### src/rtl/vkvs_fifo.sv
`timescale 1ns / 1ps
// ----------------------------------------------------------------------------
// vkvs_fifo
// Two-entry command queue between the front and back parts.
// ----------------------------------------------------------------------------
module vkvs_fifo #(
   parameter int WIDTH = 8
) (
   input  logic             clock,
   input  logic             reset,
   input  logic             push,
   input  logic [WIDTH-1:0] push_data,
   output logic             full,
   input  logic             pop,
   output logic [WIDTH-1:0] pop_data,
   output logic             empty
);

   logic [WIDTH-1:0] mem_ff [2];
   logic             wr_ptr_ff, wr_ptr_in;
   logic             rd_ptr_ff, rd_ptr_in;
   logic [1:0]       cnt_ff, cnt_in;

   assign full     = (cnt_ff == 2'd2);
   assign empty    = (cnt_ff == 2'd0);
   assign pop_data = mem_ff[rd_ptr_ff];

   // advance pointers and fill count
   always_comb begin
      wr_ptr_in = push ? ~wr_ptr_ff : wr_ptr_ff;
      rd_ptr_in = pop  ? ~rd_ptr_ff : rd_ptr_ff;
      cnt_in    = cnt_ff + {1'b0, push} - {1'b0, pop};
   end

   always_ff @(posedge clock) begin
      if (reset) begin
         wr_ptr_ff <= 1'b0;
         rd_ptr_ff <= 1'b0;
         cnt_ff    <= 2'd0;
      end else begin
         wr_ptr_ff <= wr_ptr_in;
         rd_ptr_ff <= rd_ptr_in;
         cnt_ff    <= cnt_in;
      end
   end

   // hold entry data
   always_ff @(posedge clock) begin
      if (push) begin
         mem_ff[wr_ptr_ff] <= push_data;
      end
   end

endmodule

### config.mk
export PLATFORM = sky130hd
export DESIGN_NAME = vkvs_fifo
export DESIGN_NICKNAME = d
export VERILOG_FILES = /design/src/rtl/vkvs_fifo.sv
export SDC_FILE = /design/constraint.sdc
export NUM_CORES = 1
export LEC_CHECK = 0
export BUFFER_PORTS_ARGS = -buffer_cell sky130_fd_sc_hd__buf_2
export CORE_UTILIZATION = 35
export CTS_CLUSTER_DIAMETER = 60
export CTS_CLUSTER_SIZE = 24
export DETAILED_ROUTE_END_ITERATION = 7
export PLACE_DENSITY_LB_ADDON = 0.08
export SLEW_MARGIN = 20
export SYNTH_ARGS = -nofsm -noshare
export SYNTH_HDL_FRONTEND = slang
export SYNTH_SLANG_ARGS = --single-unit
### constraint.sdc
create_clock -name clock -period 1.3 [get_ports clock]
set_input_delay 0.26 -clock clock [delete_from_list [all_inputs] [get_ports clock]]
set_output_delay 0.26 -clock clock [all_outputs]
set_load 0.1 [all_outputs]
==> results_dict.tcl, run 1 <==
set metrics [dict create \
    status "complete, but fails checks" \
    violations "setup timing" \
    rsz0062_at_grt "true" \
    cp_max_fo 5 \
    cp.arrival_ns 1.26 \
    wl_microns 1290 \
    cts_root_buf "clkbuf_4" \
    slew_violations 0 \
    period_share_pct 117 \
    rr_worst_depth 6 \
    wl_per_cell_microns 12.6 \
    fp.dieW_microns 49.6 \
    portBuffers 21 \
    rr_startpoint "cnt_ff[0]" \
    ys_top_cells_by_area "edfxtp_1 (61%), dfxtp_1 (13%), mux2_2 (11%), ha_1 (3.2%), xnor3_1 (2.8%)" \
    slew_headroom_pct 87.8 \
    min_to "mem_ff[1][5]" \
    clk_path_buf_depth 2 \
    placed_cell_area_sq_mm 0.00113 \
    h-tree-depth 1 \
    nets 90 \
    pwr-share-seq_pct 42.9 \
    dpl.hpwl_microns 935 \
    core_sq_mm 0.00204 \
    final_cells 102 \
    power.density_mw_per_mm2 1570 \
    clk_pin_slew_ns 0.11 \
    numCtsBuffers 3 \
    ys_warn_count 0 \
    tritoncts "yes" \
    synth_area_leader_cell "edfxtp_1" \
    period_minus_slack_ns 1.52 \
    syn-instance-count 46 \
    yosysUniqueCellTypes 11 \
    r2r-end "cnt_ff[1]" \
    tightest_slew_ns 0.182 \
    power_w 0.00191 \
    seq_area_frac_synth_pct 73.3 \
    avgSynthCellArea_sq_um 17.2 \
    num_rows 16 \
    skew_ns 0.000542 \
    drt_iter0_drc 6 \
    maxCapViolCount 0 \
    max-vdd-ir-drop_uv 895 \
    grt_pass1_vias 470 \
    p_sw_w 0.000684 \
    setup_tns_ns -1.74 \
    gr-usage-met1_pct 16.0 \
    antenna_found_initial 0 \
    switching_share_pct 35.8 \
    cts-hold-fix-buffers 0 \
    start_kind "flip-flop" \
    dp.cells 98 \
    firstDrtPassIters 3 \
    worst_slack_ns -0.224 \
    intPower_w 0.00123 \
    pre_cts_ws_ns 0.0440 \
    synth_seq_cells 21 \
    ios 22 \
    power_frac_clock_pct 15.8 \
    top_usage_layer "met2" \
    comb_power_share_pct 41.3 \
    synth_fp_nets 60 \
    grt-ovfl-total 0 \
    area_delta_synth_final_pct 53.6 \
    worstPathRequired_ns 1.04 \
    path_class "flip-flop to primary output" \
    reg2reg_slack_ns 0.06 \
    hp-start "push_data[5]" \
    grt.total_usage_pct 11.9 \
    final_cell_area_sq_mm 0.00122 \
    clk_latency_ns 0.29 \
    initial_utilization_pct 38.8 \
    p_leak_nw 0.496 \
    grt_pass1_wl_microns 2150 \
    grt_max_degree 13 \
    vias 446 \
    grt_use_met2_pct 19.1 \
    synth_area_sq_um 792 \
    diodes 0 \
    setup_viol 8 \
    via_per_inst 4.37 \
    gp_congestion 0.667 \
    ant_nets 0 \
    die-area_sq_mm 0.00246 \
    die_h_microns 49.6 \
    cp-end-kind "primary output" \
    fmax_mhz 656 \
    met3_usage_pct 2.16 \
    finalHoldViolations 0 \
    hp-class "primary input to flip-flop" \
    cts.sink_count 21 \
    drc_errors 0 \
    hold_path_depth 1 \
    synth_top_cell_area_share_pct 60.7 \
    drive_gt1_share_pct 62.7 \
]
## synthesized netlist by cell type
master and number:
nor2b_1 3, ha_1 2, nor2_1 5, buf_2 1
xnor3_1 1, dfxtp_1 5, xnor2_1 2, mux2_2 8
inv_1 2, edfxtp_1 16, and2_1 1
## worst max-delay path, stage by stage, from the launching register on
cell and delay [ns]:
dfxtp_2 0.35, buf_6 0.13, mux2_4 0.32, buf_12 0.17
## stage by stage
| stage | hold WS [ns] | util [%] |
|---|---|---|
| floorplan | 0.332 | - |
| global placement | 0.449 | 55.3 |
| detailed placement | 0.451 | 55.3 |
| CTS | 0.126 | 58.6 |
| global route | 0.124 | 59.6 |
| finish | 0.143 | 59.6 |
## power by group through the flow
stage               sequential (W)  clock, W  combinational [W]
floorplan                 0.000822         0           0.000479
global placement          0.000821         0           0.000752
detailed placement        0.000822         0           0.000760
CTS                       0.000818  0.000320           0.000787
global route              0.000828  0.000343           0.000819
finish                    0.000822  0.000302           0.000791
## worst max-delay path by stage
| stage | startpoint | endpoint | slack, ns | depth (start not counted) |
|---|---|---|---|---|
| after floorplan | flip-flop | pop_data[0] | 0.02 | 2 |
| after global placement | flip-flop | pop_data[5] | 0.06 | 3 |
| after detailed placement | flip-flop | pop_data[7] | 0.04 | 3 |
| after CTS | flip-flop | pop_data[0] | -0.24 | 3 |
| after global routing | flip-flop | pop_data[7] | -0.27 | 3 |
| final | flip-flop | pop_data[5] | -0.22 | 3 |
## registers in the layout, summed over array words and instances, names as in the netlist, named ones only
name	flops
mem_ff	16
cnt_ff	2
wr_ptr_ff	1
rd_ptr_ff	1
## layout by cell type (no fill, tap or decap), drive strengths merged
cell type / n
and2: 1
buf: 26
clkbuf: 3
clkinv: 1
dfxtp: 5
edfxtp: 16
ha: 2
inv: 2
mux2: 8
nor2: 5
nor2b: 3
xnor2: 2
xnor3: 1
## kinds of logic after synthesis
family / count (synthesis) / synth area share, %
DFF: 21 / 73.3
muxes: 8 / 11.4
buffers and inverters: 3 / 1.58
and+or+nand+nor: 9 / 5.53
xor gates and xnor gates: 3 / 5.06
adders and majority gates: 2 / 3.16
## metal layers
| layer | share of wire [%] | vias to the layer above |
|---|---|---|
| met4 | 0 | 0 |
| met2 | 50 | 13 |
| met1 | 45 | 211 |
| met3 | 4.8 | 0 |
| li1 | - | 222 |
| met5 | 0 | - |
## final cells by class
class	count	area [sq um]
repair buffers	26	297
well taps	27	33.8
fillers	182	826
multi-input cells	22	259
flip-flops and latches	21	589
clock inverters	1	5.00
clock buffers	3	22.5
inverters	2	10.0
## repair_timing
item                                   CTS  global route
setup endpoints to repair               10            11
gates resized for setup                 13             6
endpoints found under the hold margin    0             0
setup buffers                            1             0
pin swaps                                0             2
(Power assumes the default switching activity.)
==> run 2, diff against run 1 <==
--- a/config.mk
+++ b/config.mk
@@ -11,6 +11,7 @@
 export CTS_CLUSTER_SIZE = 24
 export DETAILED_ROUTE_END_ITERATION = 7
 export PLACE_DENSITY_LB_ADDON = 0.08
+export REMOVE_ABC_BUFFERS = 1
 export SLEW_MARGIN = 20
 export SYNTH_ARGS = -nofsm -noshare
 export SYNTH_HDL_FRONTEND = slang
==> results_dict.tcl, run 2 (synthesized netlist as in run 1, its figures left out) <==
set metrics [dict create \
    status "complete, but fails checks" \
    slowest_delay_ns 0.35 \
    path_cells "buf_4, mux2_4, buf_12" \
    grt_pass1_vias 474 \
    die-area_sq_mm 0.00246 \
    antenna_found_initial 0 \
    vias 463 \
    violations "setup timing" \
    area_delta_synth_final_pct 54.5 \
    worstPathRequired_ns 1.04 \
    numCtsBuffers 3 \
    crit_family "flip-flops" \
    die_h_microns 49.6 \
    fmax_mhz 655 \
    grt-ovfl-total 0 \
    fp.dieW_microns 49.6 \
    skew_ns 0.00684 \
    multiInputGateArea_sq_um 264 \
    clk_latency_ns 0.30 \
    tightest_slew_ns 0.179 \
    hp-class "primary input to flip-flop" \
    path_class "flip-flop to primary output" \
    drt_iter0_drc 0 \
    dpl.hpwl_microns 891 \
    slowest_stage "dfxtp_2" \
    cp-end-kind "primary output" \
    final_cells 103 \
    nets 91 \
    slew_violations 0 \
    drc_errors 0 \
    cts-hold-fix-buffers 0 \
    cts.sink_count 21 \
    initial_utilization_pct 38.8 \
    tritoncts "yes" \
    via_per_inst 4.50 \
    drive_gt1_share_pct 63.2 \
    firstDrtPassIters 1 \
    wl_per_cell_microns 11.3 \
    setup_viol 8 \
    rr_startpoint "cnt_ff[0]" \
    dp.cells 98 \
    utilization_pct 59.9 \
    top_regs "mem_ff (16), cnt_ff (2)" \
    clk_path_buf_depth 2 \
    period_share_pct 118 \
    rsz0062_at_grt "true" \
    slew_headroom_pct 88.0 \
    hp-start "push_data[7]" \
    core_sq_mm 0.00204 \
    p_leak_nw 0.500 \
    ant_nets 0 \
    ios 22 \
    reg2reg_slack_ns 0.12 \
    num_rows 16 \
    power.density_mw_per_mm2 1550 \
    cp.arrival_ns 1.27 \
    gp_congestion 0.650 \
    grt_pass1_wl_microns 2000 \
    h-tree-depth 1 \
    finalHoldViolations 0 \
    seq_area_sq_um 587 \
    clk_pin_slew_ns 0.11 \
    grt.total_usage_pct 11.3 \
    cp_num_buf_inv 2 \
    wl_microns 1170 \
    period_minus_slack_ns 1.53 \
    largest_register "mem_ff" \
    final_common_cell "edfxtp_1" \
    nFillCells 180 \
    max-vdd-ir-drop_uv 837 \
    layout_common_cells "edfxtp_1 (16), buf_2 (11), buf_12 (10), mux2_4 (8), buf_4 (5)" \
    diodes 0 \
    maxCapViolCount 0 \
    portBuffers 21 \
    largest_register_ffs 16 \
    grt_max_degree 13 \
    cp_max_fo 3 \
    hold_slack_ns 0.144 \
    start_kind "flip-flop" \
    cts_root_buf "clkbuf_4" \
    worst_slack_ns -0.228 \
]
[run 2: cell count changes in the layout (fill, tap and decap cells not counted)]
cell / delta
buf_4: +1
dfxtp_2: +1
dfxtp_4: -1
ha_2: -1
ha_4: +1
inv_2: +1
inv_4: -1
nor2_2: +1
nor2_4: -1
[run 2: final timing paths]
path,endpoint,cells past startpoint
max,pop_data[4],3
min,mem_ff[0][7],1
max reg2reg,cnt_ff[1],6
min reg2reg,rd_ptr_ff,2
[run 2: where the power goes]
group	switching (W)	internal [W]	total, W
registers	0.0000284	0.000783	0.000812
clock network	0.000184	0.000115	0.000299
logic	0.000460	0.000327	0.000787
[run 2: layout make-up]
cell class	count	area share, %
flip-flops and latches	21	48.0
repair buffers	27	24.8
multi-input cells	22	21.6
well taps	27	2.76
clock buffers	3	1.84
inverters	2	0.613
clock inverters	1	0.409
[run 2: routing by layer]
metal	GRT usage, %	vias to the layer above	share of wire (%)	wire, microns
met3	3.09	4	4.3	50
li1	-	225	-	-
met2	19.1	15	51	590
met4	7.14	0	2.7	31
met1	12.2	219	42	496
met5	0	-	0	0
[run 2: timing repair]
item                                    4_1_cts  5_1_grt
pin swaps                                     0        2
resized for setup                            14        7
setup buffers                                 0        1
endpoints found under the setup margin       10       12
gates cloned                                  0        0
[run 2: stage by stage]
stage	setup WS [ns]	TNS, ns	power (W)	area [sq um]
after CTS	-0.239	-1.87	0.00189	1190
after global routing	-0.278	-2.18	0.00198	1220
after floorplan	-0.666	-1.21	0.00127	787
final	-0.228	-1.76	0.00190	1220
after global placement	0.0549	0	0.00154	1110
after detailed placement	0.0462	0	0.00155	1110
