==> config.mk <==
export PLATFORM = sky130hd
export DESIGN_NAME = vkvs_front_flat
export DESIGN_NICKNAME = d
export VERILOG_FILES = /design/src/rtl/vkvs_pkg.sv /design/src/rtl/vkvs_if.sv /design/src/rtl/vkvs_front.sv /design/src/flat_wrapper.sv
export SDC_FILE = /design/constraint.sdc
export NUM_CORES = 2
export LEC_CHECK = 0
export BUFFER_PORTS_ARGS = -buffer_cell sky130_fd_sc_hd__buf_2
export CAP_MARGIN = 20
export CORE_UTILIZATION = 50
export DETAILED_ROUTE_END_ITERATION = 8
export MAX_ROUTING_LAYER = met4
export PLACE_DENSITY = 0.69
export SKIP_LAST_GASP = 1
export SYNTH_ARGS = -nofsm -noshare
export SYNTH_HDL_FRONTEND = slang
export SYNTH_SLANG_ARGS = --single-unit
==> constraint.sdc <==
create_clock -name clock -period 38.9 [get_ports clock]
set_input_delay 7.78 -clock clock [delete_from_list [all_inputs] [get_ports clock]]
set_output_delay 7.78 -clock clock [all_outputs]
set_load 0.03 [all_outputs]
==> src/rtl/vkvs_pkg.sv <==
`timescale 1ns / 1ps
// ----------------------------------------------------------------------------
// vkvs_pkg
// Shared constants, codes and types of the versioned key/value store.
// ----------------------------------------------------------------------------
package vkvs_pkg;

   localparam int NUM_KEYS_DEF        = 16;
   localparam int ENTRIES_PER_KEY_DEF = 64;

   // request kinds
   localparam logic TYPE_STORE = 1'b0;
   localparam logic TYPE_FETCH = 1'b1;

   // result status codes
   localparam logic [2:0] ST_STORED = 3'd0;
   localparam logic [2:0] ST_HIT    = 3'd1;
   localparam logic [2:0] ST_MISS   = 3'd2;
   localparam logic [2:0] ST_FULL   = 3'd3;
   localparam logic [2:0] ST_ORDER  = 3'd4;

   // classified command handed from front to back
   typedef struct packed {
      logic        fetch;   // search the history
      logic        wr;      // append the pair to the history
      logic [2:0]  status;  // final status of a store
      logic [31:0] tstamp;
      logic [31:0] value;
   } cmd_type;

endpackage

==> src/rtl/vkvs_if.sv <==
`timescale 1ns / 1ps
// ----------------------------------------------------------------------------
// vkvs_req_if / vkvs_rsp_if
// Valid/ready channels for requests and responses.
// ----------------------------------------------------------------------------
interface vkvs_req_if;
   logic        valid;
   logic        ready;
   logic        req_type;
   logic [31:0] req_key;
   logic [31:0] req_value;
   logic [31:0] req_time;
   modport source (output valid, req_type, req_key, req_value, req_time, input ready);
   modport sink   (input valid, req_type, req_key, req_value, req_time, output ready);
endinterface


==> src/rtl/vkvs_front.sv <==
`timescale 1ns / 1ps
// ----------------------------------------------------------------------------
// vkvs_front
// Key table: matches the key, allocates slots, decides store outcomes.
// ----------------------------------------------------------------------------
module vkvs_front #(
   parameter int NUM_KEYS        = vkvs_pkg::NUM_KEYS_DEF,
   parameter int ENTRIES_PER_KEY = vkvs_pkg::ENTRIES_PER_KEY_DEF,
   localparam int SW = (NUM_KEYS > 1) ? $clog2(NUM_KEYS) : 1,
   localparam int CW = $clog2(ENTRIES_PER_KEY + 1)
) (
   input  logic              clock,
   input  logic              reset,
   vkvs_req_if.sink          req_bus,
   input  logic              q_full,
   output logic              q_push,
   output vkvs_pkg::cmd_type q_cmd,
   output logic [SW-1:0]     q_slot,
   output logic [CW-1:0]     q_count
);

   logic [31:0]   key_ff   [NUM_KEYS];
   logic [31:0]   last_ff  [NUM_KEYS];
   logic [CW-1:0] count_ff [NUM_KEYS];
   logic [CW-1:0] count_in [NUM_KEYS];
   logic          valid_ff [NUM_KEYS];
   logic          valid_in [NUM_KEYS];

   logic          hit, has_free;
   logic [SW-1:0] hit_idx, free_idx;
   logic [CW-1:0] n;
   logic [31:0]   last_t;
   logic          upd;
   logic [SW-1:0] upd_idx;

   assign req_bus.ready = ~q_full;
   assign q_push        = req_bus.valid & ~q_full;

   // match key and find the lowest free slot
   always_comb begin
      hit      = 1'b0;
      has_free = 1'b0;
      hit_idx  = '0;
      free_idx = '0;
      for (int i = NUM_KEYS - 1; i >= 0; i--) begin
         if (valid_ff[i] && key_ff[i] == req_bus.req_key) begin
            hit     = 1'b1;
            hit_idx = SW'(i);
         end
         if (!valid_ff[i]) begin
            has_free = 1'b1;
            free_idx = SW'(i);
         end
      end
   end

   assign n      = hit ? count_ff[hit_idx] : '0;
   assign last_t = last_ff[hit_idx];

   // classify the request
   always_comb begin
      q_cmd.fetch  = (req_bus.req_type == vkvs_pkg::TYPE_FETCH);
      q_cmd.wr     = 1'b0;
      q_cmd.status = vkvs_pkg::ST_STORED;
      q_cmd.tstamp = req_bus.req_time;
      q_cmd.value  = req_bus.req_value;
      q_slot       = hit ? hit_idx : free_idx;
      q_count      = n;
      upd          = 1'b0;
      upd_idx      = q_slot;
      if (req_bus.req_type == vkvs_pkg::TYPE_STORE) begin
         if (!hit && !has_free) begin
            q_cmd.status = vkvs_pkg::ST_FULL;
         end else if (hit && n != '0 && req_bus.req_time <= last_t) begin
            q_cmd.status = vkvs_pkg::ST_ORDER;
         end else if (n >= CW'(ENTRIES_PER_KEY)) begin
            q_cmd.status = vkvs_pkg::ST_FULL;
         end else begin
            q_cmd.wr = 1'b1;
            upd      = q_push;
         end
      end
   end

   // next valid bits and counts
   always_comb begin
      for (int i = 0; i < NUM_KEYS; i++) begin
         valid_in[i] = valid_ff[i];
         count_in[i] = count_ff[i];
         if (upd && upd_idx == SW'(i)) begin
            valid_in[i] = 1'b1;
            count_in[i] = n + CW'(1);
         end
      end
   end

   always_ff @(posedge clock) begin
      if (reset) begin
         for (int i = 0; i < NUM_KEYS; i++) begin
            valid_ff[i] <= 1'b0;
            count_ff[i] <= '0;
         end
      end else begin
         valid_ff <= valid_in;
         count_ff <= count_in;
      end
   end

   // record key and newest timestamp
   always_ff @(posedge clock) begin
      if (upd) begin
         key_ff[upd_idx]  <= req_bus.req_key;
         last_ff[upd_idx] <= req_bus.req_time;
      end
   end

endmodule

==> src/flat_wrapper.sv <==
// flat-port wrapper written by rule: the top's interface ports become plain ports
module vkvs_front_flat 
#(
   parameter int NUM_KEYS        = vkvs_pkg::NUM_KEYS_DEF,
   parameter int ENTRIES_PER_KEY = vkvs_pkg::ENTRIES_PER_KEY_DEF,
   localparam int SW = (NUM_KEYS > 1) ? $clog2(NUM_KEYS) : 1,
   localparam int CW = $clog2(ENTRIES_PER_KEY + 1)
)
  (clock, reset, q_full, q_push, q_cmd, q_slot, q_count, req_bus_valid, req_bus_req_type, req_bus_req_key, req_bus_req_value, req_bus_req_time, req_bus_ready);
  vkvs_req_if req_bus_i ();
  input  logic clock;
  input  logic reset;
  input  logic q_full;
  output logic q_push;
  output vkvs_pkg::cmd_type q_cmd;
  output logic [SW-1:0] q_slot;
  output logic [CW-1:0] q_count;
  input wire logic [$bits(req_bus_i.valid)-1:0] req_bus_valid;
  input wire logic [$bits(req_bus_i.req_type)-1:0] req_bus_req_type;
  input wire logic [$bits(req_bus_i.req_key)-1:0] req_bus_req_key;
  input wire logic [$bits(req_bus_i.req_value)-1:0] req_bus_req_value;
  input wire logic [$bits(req_bus_i.req_time)-1:0] req_bus_req_time;
  output wire logic [$bits(req_bus_i.ready)-1:0] req_bus_ready;
  assign req_bus_i.valid = req_bus_valid;
  assign req_bus_i.req_type = req_bus_req_type;
  assign req_bus_i.req_key = req_bus_req_key;
  assign req_bus_i.req_value = req_bus_req_value;
  assign req_bus_i.req_time = req_bus_req_time;
  assign req_bus_ready = req_bus_i.ready;
  vkvs_front #(.NUM_KEYS(NUM_KEYS), .ENTRIES_PER_KEY(ENTRIES_PER_KEY)) u_core (.clock(clock), .reset(reset), .req_bus(req_bus_i), .q_full(q_full), .q_push(q_push), .q_cmd(q_cmd), .q_slot(q_slot), .q_count(q_count));
endmodule
==> reports/metrics.yaml <==
status:
  outcome: "finished clean"
worst_setup_path:
  startpoint_type: "primary input"
  cp_max_fo: 87
  slowest_delay_ns: 0.86
  cp-end-kind: "primary output"
  crit_arrival_ns: 16.30
  path_class: "primary input to primary output"
  worstPathRequired_ns: 31.12
  cp_slowest_cell: "buf_4"
drt:
  drt_first_pass_iters: 6
  num_vias: 34503
  post_drt_wl_per_cell_um: 25.0
  ant_nets: 0
  drc: 0
  drt-total-wl_mm: 143
  avgViaCountPerCell: 6.03
  drt_iter0_markers: 4483
floorplan:
  die_area_um2: 105000
  fp.dieW_um: 324
  start_util: 0.507
  rows: 117
  die_h_um: 324
  ioPinCount: 183
  core_um2: 102000
grt:
  gr-usage-all-layers: 0.279
  antenna_found_initial: 2
  grt_start_max_net_pins: 91
  grt_pass1_wl_mm: 211
  grt_pass1_vias: 32714
  grt_overflow: 0
cells_and_area:
  layout-drive-gt1-share: 0.103
  fill_cells: 8284
  instances_no_fill: 5721
  multi_input_area_um2: 16900
  syn2layout_area_growth_pct: 9.70
  fin_nets: 4393
  seq_area_um2: 33300
placement:
  place_ws_ns: 14.57
  gp_congestion: 0.948
  dpl.cell_count: 5507
  hpwl_mm: 82.8
  port_buffers: 118
yosys:
  ys_warn_count: 0
  synthCells: 4230
  synth_common_cells: "edfxtp_1 (1024), nand2_1 (673), nand3_1 (507), xor2_1 (377), nor4_1 (165)"
  synth_edf_count: 1024
  synth_cell_types: 90
  yosysSeqAreaShare: 0.642
  synth.avg_cell_area_um2: 12.3
  synthTopCellsByArea: "edfxtp_1 (59%), xor2_1 (6.4%), dfxtp_1 (4.9%)"
  yosys_most_used_dff: "edfxtp_1"
  yosysTopAreaCell: "edfxtp_1"
  async_reset_ff_frac: 0
  synth_seq_cells: 1152
  synth_nets: 4365
  synth_area_um2: 51900
  synth_top_area_frac: 0.593
  yosysMostFrequentCell: "edfxtp_1"
cts:
  clock_latency_ns: 0.71
  cts-root-buf: "clkbuf_16"
  htree_levels: 3
  clock_sinks: 1152
  cts_resized: 0
  hold_buffers: 0
  cts_inserted_buffers: 114
  clk_pin_slew_ns: 0.06
  cts_buffer_depth: 3
  cts_tree: "yes"
  post_cts_buffers: 0
power:
  p_comb_frac: 0.042
  p_int_w: 0.00197
  swShare: 0.217
  peakVddDrop_uv: 32.8
  p_per_area_nw_per_um2: 44.2
  switching_power_w: 0.000547
  clkPwrFrac: 0.423
  p_leak_nw: 19.3
  seqPwrFrac: 0.536
sta:
  worst_slack_ns: 14.82
  relSlewSlack: 0.208
  finalSetupTns_ns: 0
  fin_skew_ns: 0.0278
  final.min_clock_period_ns: 24.08
  hold_viol: 0
  fin_crit_sh: 0.619
  fmax_mhz: 41.5
  worst_slew_pin_slew_ns: 1.16
  grt_setup_unrepaired: "false"
  setup_viol: 0
  final-max-slew-violation-count: 0
flow_run:
  cap_violations: 0
hold_path:
  hold_path_class: "flop to flop"
cells in the final DEF, fill, tap and decap left out, types with 11 or more instances in the layout:
cell type	instances
nor2b_1	44
buf_2	117
a211oi_1	12
nand4b_1	17
nand4_1	78
clkbuf_1	22
buf_4	84
xor2_1	377
mux2i_1	75
nand2_1	673
inv_1	26
o21ai_0	117
clkbuf_16	116
ha_1	34
nor3_1	43
clkinv_2	19
a21oi_1	81
o21ai_1	22
nor4_1	163
nor2_1	92
clkinv_1	28
xnor2_1	135
edfxtp_1	1024
nand2b_1	50
and3_1	14
or4_1	14
dfxtp_1	128
nand3_1	507
or3_1	11
layout make-up:
class | count | area share
flip-flops and latches | 1152 | 0.586
diodes | 2 | 0.0000880
multi-input cells | 2756 | 0.297
clock buffers | 144 | 0.0538
repair buffers | 204 | 0.0223
clock inverters | 65 | 0.00893
inverters | 30 | 0.00202
well taps | 1368 | 0.0301
path summary, 6_finish.rpt:
check / cells after the start / endpoint / from / slack, ns
setup / recovery: 32 / q_cmd[64] / req_bus_req_key[15] / 14.82
hold / removal: 2 / u_core.count_ff[88] / u_core.count_ff[88] / 0.47
hold reg to reg: 2 / u_core.count_ff[88] / u_core.count_ff[88] / 0.47
setup reg to reg: 26 / u_core.count_ff[87] / u_core.key_ff[1][15] / 28.58
power by group through the flow:
stage,logic [W],clock network [W],registers [W]
finish,0.000105,0.00106,0.00135
detailed placement,0.000103,0,0.00138
floorplan,0.0000664,0,0.00138
global placement,0.000102,0,0.00137
CTS,0.000104,0.00108,0.00135
global route,0.000112,0.00112,0.00135
critical path: cells and delay by family:
kind / cells / cell delay (ns)
AO/OA/AOI/OAI: 12 / 2.72
XOR/XNOR: 1 / 0.54
adder cells (fa/ha/maj): 1 / 0.30
buffers and inverters: 5 / 2.23
AND/OR/NAND/NOR: 13 / 2.65
metrics by stage:
| step | power [W] | cell area, um2 | hold WS, ns | utilization |
|---|---|---|---|---|
| floorplan | 0.00144 | 51900 | 0.444 | - |
| global placement | 0.00148 | 53300 | 0.451 | 0.520 |
| detailed placement | 0.00148 | 53300 | 0.460 | 0.521 |
| CTS | 0.00253 | 56800 | 0.472 | 0.555 |
| global route | 0.00258 | 56900 | 0.489 | 0.556 |
| finish | 0.00252 | 56900 | 0.475 | 0.556 |
layer usage:
layer	part of all wire	global-route usage	vias up
li1	-	-	15428
met1	0.43	0.397	17037
met2	0.44	0.409	1727
met3	0.098	0.0455	311
met4	0.031	0.0923	0
met5	0	-	-
flip-flops by register name, summed over array words and instances, names as in the netlist:
register / flops
u_core.last_ff: 512
u_core.count_ff: 112
u_core.valid_ff: 16
u_core.key_ff: 512
cells by family after synthesis:
| kind of cell | Yosys count | synth area share |
|---|---|---|
| adder cells (fa/ha/maj) | 34 | 0.00820 |
| AND/OR/NAND/NOR | 1780 | 0.169 |
| flip-flops | 1152 | 0.642 |
| multiplexers | 94 | 0.0186 |
| buffers and inverters | 322 | 0.0342 |
| XOR/XNOR | 513 | 0.0866 |
| AO/OA/AOI/OAI | 335 | 0.0413 |
(Power assumes the default switching activity.)
